$ cat src/rtl/bccfd_pkg.sv
// shared constants and types of the bcc frame deframer
`timescale 1ns / 1ps
`default_nettype none
package bccfd_pkg;

   localparam int BYTE_W        = 8;
   localparam int LEN_W         = 8;
   localparam int FRAME_LEN_W   = 7;
   localparam int MAX_FRAME_DEF = 64;

   localparam logic [BYTE_W-1:0] HEADER_BYTE = 8'h3A;
   localparam logic [BYTE_W-1:0] TAIL_BYTE   = 8'h23;
   localparam logic [LEN_W-1:0]  MIN_FRAME   = 8'd4;

   // receive side events: store write and end of frame
   typedef struct packed {
      logic              wr_en;
      logic [LEN_W-1:0]  wr_addr;
      logic [BYTE_W-1:0] wr_data;
      logic              done;
      logic [LEN_W-1:0]  len;
   } bccfd_rx_evt_type;

endpackage
`default_nettype wire

$ cat src/rtl/bccfd_if.sv
// valid/ready channel interfaces of the bcc frame deframer
`timescale 1ns / 1ps
`default_nettype none
interface bccfd_req_if;
   logic                         valid;
   logic                         ready;
   logic [bccfd_pkg::BYTE_W-1:0] rx_byte;

   modport source (output valid, output rx_byte, input ready);
   modport sink (input valid, input rx_byte, output ready);
endinterface

interface bccfd_rsp_if;
   logic                              valid;
   logic                              ready;
   logic [bccfd_pkg::BYTE_W-1:0]      frame_byte;
   logic                              frame_last;
   logic [bccfd_pkg::FRAME_LEN_W-1:0] frame_length;

   modport source (output valid, output frame_byte, output frame_last,
                   output frame_length, input ready);
   modport sink (input valid, input frame_byte, input frame_last,
                 input frame_length, output ready);
endinterface
`default_nettype wire

$ cat src/rtl/bccfd_parser.sv
// receive parser: header hunt, length check, bcc and tail check
`timescale 1ns / 1ps
`default_nettype none
module bccfd_parser #(
   parameter int MAX_FRAME = bccfd_pkg::MAX_FRAME_DEF
) (
   input  wire logic                          clock,
   input  wire logic                          reset,
   input  wire logic                          byte_valid,
   input  wire logic [bccfd_pkg::BYTE_W-1:0]  byte_data,
   output bccfd_pkg::bccfd_rx_evt_type        evt
);
   import bccfd_pkg::*;

   localparam int CNT_W = $clog2(MAX_FRAME + 1);

   typedef enum logic [2:0] {
      ST_HUNT = 3'b001,
      ST_LEN  = 3'b010,
      ST_BODY = 3'b100
   } state_type;

   state_type          state_ff, state_in;
   logic [CNT_W-1:0]   count_ff, count_in;
   logic [LEN_W-1:0]   len_ff, len_in;
   logic [BYTE_W-1:0]  xor_ff, xor_in;
   logic [BYTE_W-1:0]  prev_ff, prev_in;
   logic [LEN_W-1:0]   count_ext;

   assign count_ext = LEN_W'(count_ff);

   always_comb begin
      state_in    = state_ff;
      count_in    = count_ff;
      len_in      = len_ff;
      xor_in      = xor_ff;
      prev_in     = prev_ff;
      evt         = '0;
      evt.wr_data = byte_data;
      evt.len     = len_ff;
      if (byte_valid) begin
         unique case (state_ff)
            ST_HUNT: begin
               if (byte_data == HEADER_BYTE) begin
                  evt.wr_en   = 1'b1;
                  evt.wr_addr = LEN_W'(0);
                  count_in    = CNT_W'(1);
                  xor_in      = byte_data;
                  state_in    = ST_LEN;
               end
            end
            ST_LEN: begin
               if (byte_data < MIN_FRAME || byte_data > LEN_W'(MAX_FRAME)) begin
                  state_in = ST_HUNT;
                  count_in = '0;
                  xor_in   = '0;
               end else begin
                  evt.wr_en   = 1'b1;
                  evt.wr_addr = LEN_W'(1);
                  len_in      = byte_data;
                  xor_in      = xor_ff ^ byte_data;
                  count_in    = CNT_W'(2);
                  state_in    = ST_BODY;
               end
            end
            ST_BODY: begin
               evt.wr_en   = 1'b1;
               evt.wr_addr = count_ext;
               prev_in     = byte_data;
               // bcc covers everything before the bcc byte itself
               if (count_ext < len_ff - LEN_W'(2)) begin
                  xor_in = xor_ff ^ byte_data;
               end
               if (count_ext + LEN_W'(1) == len_ff) begin
                  // byte before the tail holds the bcc
                  evt.done = (byte_data == TAIL_BYTE) && (prev_ff == xor_ff);
                  state_in = ST_HUNT;
                  count_in = '0;
                  xor_in   = '0;
                  len_in   = '0;
               end else begin
                  count_in = count_ff + CNT_W'(1);
               end
            end
            default: begin
               state_in = ST_HUNT;
               count_in = '0;
               xor_in   = '0;
               len_in   = '0;
            end
         endcase
      end
   end

   always_ff @(posedge clock) begin
      if (reset) begin
         state_ff <= ST_HUNT;
         count_ff <= '0;
         len_ff   <= '0;
         xor_ff   <= '0;
      end else begin
         state_ff <= state_in;
         count_ff <= count_in;
         len_ff   <= len_in;
         xor_ff   <= xor_in;
      end
   end

   always_ff @(posedge clock) begin
      prev_ff <= prev_in;
   end

endmodule
`default_nettype wire

$ cat src/rtl/bcc_frame_deframer_top.sv
// top level of the bcc frame deframer: frame store and frame playback
// usage
//   req_if carries received bytes, one beat per byte, in valid/ready form
//   frames look like: header 0x3a, length L, payload, bcc, tail 0x23
//   L counts every byte from header to tail and must lie in 4..MAX_FRAME
//   bcc is the xor of all bytes before it; a frame failing any check is
//   dropped with no output and the header hunt restarts after it
//   rsp_if returns a good frame byte by byte, header first, frame_last on
//   the tail byte, frame_length carrying L on every beat
// timing
//   one input byte per cycle while receiving; the frame bytes are written
//   into a single-port-write, single-port-read store as they arrive
//   once the tail byte is taken, playback starts and the first output beat
//   is registered through the store read port, then one beat per cycle
//   follows as long as the receiver keeps ready high
//   req_if.ready is low while a frame is being played back, stalls included;
//   the last beat may still wait in the output register while reception
//   of the next frame goes on
// reset and stalls
//   synchronous reset returns to header hunt and empties the output
//   register; the store itself is not cleared
//   a stalled receiver holds the output beat, and store reads pause with it
`timescale 1ns / 1ps
`default_nettype none
module bcc_frame_deframer_top #(
   parameter int MAX_FRAME = bccfd_pkg::MAX_FRAME_DEF
) (
   input wire logic    clock,
   input wire logic    reset,
   bccfd_req_if.sink   req_if,
   bccfd_rsp_if.source rsp_if
);
   import bccfd_pkg::*;

   localparam int ADDR_W = $clog2(MAX_FRAME);
   localparam int CNT_W  = $clog2(MAX_FRAME + 1);

   // frame store, written by the parser and read back for playback
   logic [BYTE_W-1:0]      frame_store_ff [MAX_FRAME];
   logic [BYTE_W-1:0]      rd_data_ff;

   bccfd_rx_evt_type       evt;
   logic                   byte_take;

   // playback control
   logic                   emitting_ff, emitting_in;
   logic [CNT_W-1:0]       emit_idx_ff, emit_idx_in;
   logic [LEN_W-1:0]       emit_len_ff, emit_len_in;
   logic                   slot_free;
   logic                   issue;
   logic                   issue_last;

   // output register state (byte itself sits in the store read register)
   logic                   rsp_valid_ff, rsp_valid_in;
   logic                   rsp_last_ff, rsp_last_in;
   logic [FRAME_LEN_W-1:0] rsp_len_ff, rsp_len_in;

   assign req_if.ready = !emitting_ff;
   assign byte_take    = req_if.valid && !emitting_ff;

   bccfd_parser #(
      .MAX_FRAME (MAX_FRAME)
   ) u_parser (
      .clock      (clock),
      .reset      (reset),
      .byte_valid (byte_take),
      .byte_data  (req_if.rx_byte),
      .evt        (evt)
   );

   // read a new byte only when the output register frees up
   assign slot_free  = !rsp_valid_ff || rsp_if.ready;
   assign issue      = emitting_ff && slot_free;
   assign issue_last = (LEN_W'(emit_idx_ff) + LEN_W'(1)) == emit_len_ff;

   always_comb begin
      emitting_in  = emitting_ff;
      emit_idx_in  = emit_idx_ff;
      emit_len_in  = emit_len_ff;
      rsp_last_in  = rsp_last_ff;
      rsp_len_in   = rsp_len_ff;
      rsp_valid_in = rsp_valid_ff && !rsp_if.ready;
      if (evt.done) begin
         emitting_in = 1'b1;
         emit_idx_in = '0;
         emit_len_in = evt.len;
      end else if (issue) begin
         emit_idx_in  = emit_idx_ff + CNT_W'(1);
         rsp_valid_in = 1'b1;
         rsp_last_in  = issue_last;
         rsp_len_in   = emit_len_ff[FRAME_LEN_W-1:0];
         if (issue_last) begin
            emitting_in = 1'b0;
         end
      end
   end

   always_ff @(posedge clock) begin
      if (reset) begin
         emitting_ff  <= 1'b0;
         emit_idx_ff  <= '0;
         rsp_valid_ff <= 1'b0;
      end else begin
         emitting_ff  <= emitting_in;
         emit_idx_ff  <= emit_idx_in;
         rsp_valid_ff <= rsp_valid_in;
      end
   end

   always_ff @(posedge clock) begin
      emit_len_ff <= emit_len_in;
      rsp_last_ff <= rsp_last_in;
      rsp_len_ff  <= rsp_len_in;
   end

   // store write port: only while receiving
   always_ff @(posedge clock) begin
      if (evt.wr_en) begin
         frame_store_ff[evt.wr_addr[ADDR_W-1:0]] <= evt.wr_data;
      end
   end

   // store read port: registered, holds while the receiver stalls
   always_ff @(posedge clock) begin
      if (issue) begin
         rd_data_ff <= frame_store_ff[emit_idx_ff[ADDR_W-1:0]];
      end
   end

   assign rsp_if.valid        = rsp_valid_ff;
   assign rsp_if.frame_byte   = rd_data_ff;
   assign rsp_if.frame_last   = rsp_last_ff;
   assign rsp_if.frame_length = rsp_len_ff;

endmodule
`default_nettype wire

$ cat src/flat_wrapper.sv
// flat-port wrapper written by rule: the top's interface ports become plain ports
module bcc_frame_deframer_top_flat import bccfd_pkg::*;
#(
   parameter int MAX_FRAME = bccfd_pkg::MAX_FRAME_DEF
)
  (clock, reset, req_if_valid, req_if_rx_byte, req_if_ready, rsp_if_valid, rsp_if_frame_byte, rsp_if_frame_last, rsp_if_frame_length, rsp_if_ready);
  bccfd_req_if req_if_i ();
  bccfd_rsp_if rsp_if_i ();
  input wire logic clock;
  input wire logic reset;
  input wire logic [$bits(req_if_i.valid)-1:0] req_if_valid;
  input wire logic [$bits(req_if_i.rx_byte)-1:0] req_if_rx_byte;
  output wire logic [$bits(req_if_i.ready)-1:0] req_if_ready;
  output wire logic [$bits(rsp_if_i.valid)-1:0] rsp_if_valid;
  output wire logic [$bits(rsp_if_i.frame_byte)-1:0] rsp_if_frame_byte;
  output wire logic [$bits(rsp_if_i.frame_last)-1:0] rsp_if_frame_last;
  output wire logic [$bits(rsp_if_i.frame_length)-1:0] rsp_if_frame_length;
  input wire logic [$bits(rsp_if_i.ready)-1:0] rsp_if_ready;
  assign req_if_i.valid = req_if_valid;
  assign req_if_i.rx_byte = req_if_rx_byte;
  assign req_if_ready = req_if_i.ready;
  assign rsp_if_valid = rsp_if_i.valid;
  assign rsp_if_frame_byte = rsp_if_i.frame_byte;
  assign rsp_if_frame_last = rsp_if_i.frame_last;
  assign rsp_if_frame_length = rsp_if_i.frame_length;
  assign rsp_if_i.ready = rsp_if_ready;
  bcc_frame_deframer_top #(.MAX_FRAME(MAX_FRAME)) u_core (.clock(clock), .reset(reset), .req_if(req_if_i), .rsp_if(rsp_if_i));
endmodule
$ cat config.mk
export PLATFORM = sky130hd
export DESIGN_NAME = bcc_frame_deframer_top_flat
export DESIGN_NICKNAME = d
export VERILOG_FILES = /design/src/rtl/bccfd_pkg.sv /design/src/rtl/bccfd_if.sv /design/src/rtl/bccfd_parser.sv /design/src/rtl/bcc_frame_deframer_top.sv /design/src/flat_wrapper.sv
export SDC_FILE = /design/constraint.sdc
export NUM_CORES = 1
export LEC_CHECK = 0
export ABC_AREA = 1
export BUFFER_PORTS_ARGS = -buffer_cell sky130_fd_sc_hd__buf_4
export CAP_MARGIN = 30
export CORE_UTILIZATION = 59
export DETAILED_ROUTE_END_ITERATION = 10
export PLACE_DENSITY_LB_ADDON = 0.08
export SETUP_SLACK_MARGIN = 0.1
export SLEW_MARGIN = 10
export SYNTH_ARGS = -nofsm -noshare
export SYNTH_HDL_FRONTEND = slang
export SYNTH_SLANG_ARGS = --single-unit
$ cat constraint.sdc
create_clock -name clock -period 2.4 [get_ports clock]
set_input_delay 0.36 -clock clock [delete_from_list [all_inputs] [get_ports clock]]
set_output_delay 0.36 -clock clock [all_outputs]
set_load 0.01 [all_outputs]
### Yosys cells after proc, flatten, opt, wreduce, memory -nomap -nowiden

Memories as Yosys holds them, arrays and structs flattened. A register that Yosys moved wholly into a read port is not among the register bits.
Cells that the tools add are included.

| word-level totals | value |
|---|---|
| bits in registers | 59 |
| word-level logic and storage cells | 84 |
| bits in writable memories | 512 |
| memories kept | 1 |

| operators by class | value |
|---|---|
| $add $sub $neg | 5 |
| bitwise operators | 3 |
| $lt $le $gt $ge | 3 |
| reduce and logical (&&, ||, !) cells | 19 |
| multiplexer cells | 30 |
| equality and inequality tests | 12 |

Memory list:

| memory | words | bits a word | read ports | clocked after Yosys merged registers in | wr ports | line | text |
|---|---|---|---|---|---|---|---|
| u_core.frame_store_ff | 64 | 8 | 1 | 1 | 1 | bcc_frame_deframer_top.sv:39 | `logic [BYTE_W-1:0] frame_store_ff [MAX_FRAME];` |

Operators with widths:

| cell | count |
|---|---|
| $mux 8 | 6 |
| $pmux 8 s3 | 2 |
| $mux 9 | 3 |
| $pmux 9 s3 | 1 |
| $eq 8x8->1 | 3 |
| $pmux 7 s3 | 1 |
| $add 7x1->8 const B | 2 |
| $eq 8x6->1 const B | 2 |
| $add 7x1->7 const B | 2 |
| $mux 7 | 2 |
| $mux 1 | 10 |
| $mux 3 | 3 |
| $pmux 3 s3 | 1 |
| $gt 8x7->1 const B | 1 |
| $lt 7x8->1 | 1 |
| $lt 8x3->1 const B | 1 |
| $reduce_and 2->1 | 4 |
| $sub 8x2->8 const B | 1 |
| $xor 8x8->8 | 1 |
| $ne 2x2->1 const B | 3 |
| $reduce_and 3->1 | 2 |
| $logic_and 1x1->1 | 4 |
| $reduce_and 4->1 | 1 |
| $reduce_bool 2->1 | 2 |
| other kinds (9) | 13 |

### Longest topological paths before layout

| logic depth | value |
|---|---|
| depth after elaboration | 7 |
| mapped depth | 15 |
| mapped depth without buffers | 15 |

### Modules after synthesis

From an unflattened synthesis, not the netlist that was laid out.

| unflattened totals | value |
|---|---|
| cell total of the unflattened synthesis | 2383 |
| area total of the unflattened synthesis | 25097.8 µm² |

By module, submodules not included:

| module | cells each | instances | area an instance (µm²) |
|---|---|---|---|
| bcc_frame_deframer_top | 2045 | 1 | 22646.7 |
| bccfd_parser | 338 | 1 | 2451.1 |

### Worst setup path after synthesis

Ideal clock, no wire load.

| path | value |
|---|---|
| path type | input port to flip-flop |
| from | input req_if_rx_byte[0] |
| to | memory u_core.frame_store_ff[10][0], enable pin |
| setup time | 0.370 ns |
| stages on the path | 10 |
| slack | 0.181 ns |
| data arrival time | 1.848 ns |
| required time | 2.030 ns |
| cells stage by stage | or2_0 -> o21ai_1 -> inv_1 -> nor2_4 -> nand2_4 -> inv_4 -> o21ai_2 -> nor3_4 -> nand2_2 -> nor2_1 |

| on the way | value |
|---|---|
| word-level cells in the longest chain between the ends | 7 |
| elaborated cells on any way between the ends | 10 |

RTL lines:

| item | line | text |
|---|---|---|
| from (decl) | flat_wrapper.sv:12 | `input wire logic [$bits(req_if_i.rx_byte)-1:0] req_if_rx_byte;` |
| $lt 8x3->1 / $gt 8x7->1 (equally long branches) | bccfd_parser.sv:53 | `if (byte_data < MIN_FRAME \|\| byte_data > LEN_W'(MAX_FRAME)) begin` |
| $logic_or 1x1->1 | bccfd_parser.sv:53 |  |
| $mux 9 | bccfd_parser.sv:53 |  |
| $pmux 9 s3 * | bccfd_parser.sv:42 | `unique case (state_ff)` |
| $mux 9 * | bccfd_parser.sv:41 | `if (byte_valid) begin` |
| $mux 1 | bcc_frame_deframer_top.sv:118 | `if (evt.wr_en) begin` |
| $mux 1 (implied by the code) | bcc_frame_deframer_top.sv:119 | `frame_store_ff[evt.wr_addr[ADDR_W-1:0]] <= evt.wr_data;` |
| to (decl) | bcc_frame_deframer_top.sv:39 |  |

Every way passes the cells marked *; elsewhere a longest branch is shown, timed or not.

==> results.md <==
* Final setup violation count at 0
* Run status: finished clean
* Maximum clock skew at final layout at 0.0191 ns
* GRT Residual Overflow at 0
* Number of cells on the worst reg-to-reg path at 11
* Drt pass-1 iters at 6
* Via count of the routed design at 16600
* Clock tree from TritonCTS: built
* Post-Synth Adder-Cell Area at 0.527%
* Cell with the most instances on the worst path: nand2_1
* Nature of the critical path endpoint: flop
* Routability congestion estimate at 0.915
* Number of endpoints with negative hold slack in the final report at 0
* Routed Antenna Nets at 0
* Hold Path Stages at 4
* Startpoint kind of the worst setup timing path: flop
* Synthesized area at 23700 µm²
* Async S/R FF share, synth at 0%
* Final cycle utilization of the critical path at 94.0%
* Number of nets in the layout at 2080
* Leakage Power at 9.62 nW
* Smallest hold slack at 0.0748 ns
* Synthesized flop and latch total at 579
* Cell at the root of the clock tree: clkbuf_16
* Sink Count at 579
* Shortest clock period the worst path allows after layout at 2.26 ns
* Slew headroom at 33.3%
* Switching part of the total power at 22.6%
* Largest net degree at the start of global routing at 71
* IO Count at 30
* Worst min-delay path class: input pin to flop
* Power dissipated by switching net loads at 4.70 mW
* Hold Path End: u_core.rsp_if.valid
* Cells after synthesis at 1923
* Placement Rows at 73
* Combined area of the multi-input logic cells at 6040 µm²
* Worst R2R Start: u_core.emit_idx_ff[0]
* Routed wirelength normalized by instance count at 24.3 µm
* Number of hold buffers added after CTS at 0
* Synthesized net count at 1945
* Via-to-Cell Ratio at 6.29
* Starting density of the core at 59.8%
* Setup slack after placement at -0.0614 ns
* Clock latency at the later pin of the worst-skew pair at 0.62 ns
* Part of the total power dissipated in the clock network at 40.4%
* Arrival time worst endpoint at 2.73 ns
* Required time worst endpoint at 2.87 ns
* Total of max-cap violations at 0
* P_int at 16.1 mW
* H-tree level count at 2
* Peak VDD IR at 0.000580 V
* Post-route setup slack at 0.143 ns
* Share of synthesized area occupied by flip-flops and latches at 71.8%
* RSZ-0062 raised after global routing: true
* Post-Syn Area per Cell at 12.3 µm²
* Power consumption at 20.8 mW
* Via count of the first global-routing pass at 16100
* Worst R2R Setup Slack at 0.14 ns
* Cell area power density at 761 nW/µm²
* Diode count at 0
* Count of unresolved DRC violations after routing at 0
* Final Routed Wirelength at 64.1 mm
* Gate power share at 5.6%
* Fmax achieved at 0.443 GHz
* Total Die Area at 41000 µm²
* Simple-gate share of the synthesized area at 12.2%
* Startpoint-to-endpoint class of the critical path: flop to flop
* Area of the core at 39700 µm²
* Number of buffers created by CTS at 58
* Library cell contributing the largest single delay on the critical path: dfxtp_4
* Die height at 203 µm
* Most common flop cell mapped by yosys: edfxtp_1
* Max Root-Sink Buffers at 3
* Part of the total power dissipated in sequential elements at 54.0%
* Largest stage delay on the critical path at 0.39 ns
* Overall routing resource usage at 31.8%
* Multiplexer share of the synthesized area at 0%
* Tightest Pin Transition at 1.00 ns
* Xor and xnor area share after synthesis at 1.07%
* Min-delay src: rsp_if_ready
* Compound-gate portion of the synthesized area at 11.5%
* Syn. warnings at 0
* Area growth from synthesis to layout at 15.2%
* Global-route wire length before repair at 96.3 mm
* Number of antenna violations at the first check in global routing at 0
* DR iter-0 viols at 2008
* Share of post-route cells with drive strength above 1 at 14.8%
* Half-perimeter wire length after detailed placement at 38.9 mm
* Register Area at 17000 µm²
* Peak fanout along the critical path at 38
* Clock transition at the registers of the reported paths at 0.06 ns
* Number of synthesized flops with an enable pin at 544
* Dominant combinational cell family by area after synthesis: simple AND/OR/NAND/NOR gates
* CP cell instances: inv_6 > buf_16 > buf_4 > o21ai_1 > o22ai_1 > nand2_1 > o21ai_1 > nand2_1 > nand3_1 > nand3_1 > nand2_1
* Die width at 203 µm
* Port bufs at 29
* Filler Cells Inserted at 2789
* Endpoint of the worst-slack reg-to-reg timing path: u_core.rsp_if.frame_byte[5]
* Count of distinct cell types in the synthesized netlist at 43
* Max-slew violation count at 0
## per-stage QoR
step	setup TNS, ns	utilization, %	instance area (µm²)	cells
floorplan	0	-	23700	1923
global placement	-0.827	64.1	25500	2519
detailed placement	-1.98	64.1	25500	2519
CTS	0	68.6	27300	2632
global route	0	68.9	27400	2633
finish	0	68.9	27400	2633
## repair_timing
action,CTS,global route
buffers inserted,3,0
gates resized for setup,3,24
endpoints found under the setup margin,10,409
pin swaps,0,1
## worst max-delay path by stage
| stage | slack, ns | end | from | cells after the start |
|---|---|---|---|---|
| after floorplan | 0.18 | u_core.frame_store_ff[10][0] | req_if_rx_byte[0] | 10 |
| final | 0.14 | u_core.rsp_if.frame_byte[5] | u_core.emit_idx_ff[0] | 11 |
| after global routing | 0.07 | u_core.rsp_if.frame_byte[1] | u_core.emit_idx_ff[0] | 11 |
| after global placement | -0.03 | u_core.frame_store_ff[2][0] | req_if_rx_byte[2] | 13 |
| after CTS | 0.11 | u_core.frame_store_ff[2][2] | u_core.emitting_ff | 9 |
| after detailed placement | -0.06 | u_core.frame_store_ff[36][3] | req_if_rx_byte[2] | 13 |
## final cells by class
type                            instances  area share, %
Multi-Input combinational cell       1172           22.1
Inverter                               58          0.828
Timing Repair Buffer                  189           5.99
Tap cell                              525           2.40
Clock inverter                         40          0.915
Sequential cell                       579           62.3
Clock buffer                           70           5.47
## power by group through the flow
stage	clock network, mW	logic (mW)	registers (mW)
after floorplan	0	0.664	11.4
after global placement	0	1.08	11.4
after detailed placement	0	1.10	11.4
after CTS	8.49	1.11	11.2
after global routing	8.87	1.27	11.2
final	8.40	1.17	11.2
## worst max-delay path, delay by kind of cell, from the launching register on
kind | cells | cell delay (ns)
buffers and inverters | 3 | 0.64
and+or+nand+nor | 5 | 0.61
AOI/OAI and AO/OA | 3 | 0.42
DFF | 1 | 0.39
## flip-flops by register name (all words and copies together), names as in the netlist
register,flops
u_core.emit_idx_ff,7
u_core.emit_len_ff,8
u_core.emitting_ff,1
u_core.frame_store_ff,512
u_core.rsp_if.frame_byte,8
u_core.rsp_if.frame_last,1
u_core.rsp_if.frame_length,7
u_core.rsp_if.valid,1
u_core.u_parser.count_ff,7
u_core.u_parser.len_ff,8
u_core.u_parser.prev_ff,8
u_core.u_parser.state_ff,3
u_core.u_parser.xor_ff,8
## routing by layer
metal / vias to the layer above / part of all wire (%) / global-route usage, %
li1: 7386 / - / -
met1: 8148 / 41 / 45.0
met2: 907 / 47 / 49.7
met3: 118 / 9.5 / 6.04
met4: 0 / 3.1 / 11.2
met5: - / 0 / 0
## cells by family (layout without fill, tap and decap cells)
family	count (synthesis)	in the layout
simple gates	680	680
flops	579	579
compound gates	453	453
buf+inv	172	357
xor+xnor	29	29
fa+ha+maj	10	10
## cells in the final DEF, fill, tap and decap left out, types with 58 or more instances in the layout
master | Yosys | routed
edfxtp_1 | 544 | 544
nor2_1 | 263 | 260
nand2_1 | 251 | 249
o21ai_0 | 213 | 209
buf_4 | 5 | 168
nand3_1 | 115 | 115
o221ai_1 | 73 | 73
a21oi_1 | 68 | 68
o22ai_1 | 60 | 60
clkbuf_16 | 0 | 58
## synth_stat cells (all sizes together), types with 4 or more instances
cell / count / area [µm²]
nand2: 260 / 1010
a211oi: 4 / 30.0
nor2: 266 / 1010
o22ai: 60 / 375
buf: 37 / 198
edfxtp: 544 / 16300
o21ai: 219 / 1110
xor2: 26 / 228
o211ai: 23 / 173
dfxtp: 35 / 701
nand3: 120 / 626
o221ai: 73 / 639
nand4: 15 / 100
nor3: 8 / 62.6
a21oi: 68 / 340
inv: 51 / 194
nand3b: 4 / 42.5
clkbuf: 77 / 289
ha: 10 / 125
nor4: 4 / 25.0
clkinv: 7 / 26.3
(Power assumes the default switching activity.)
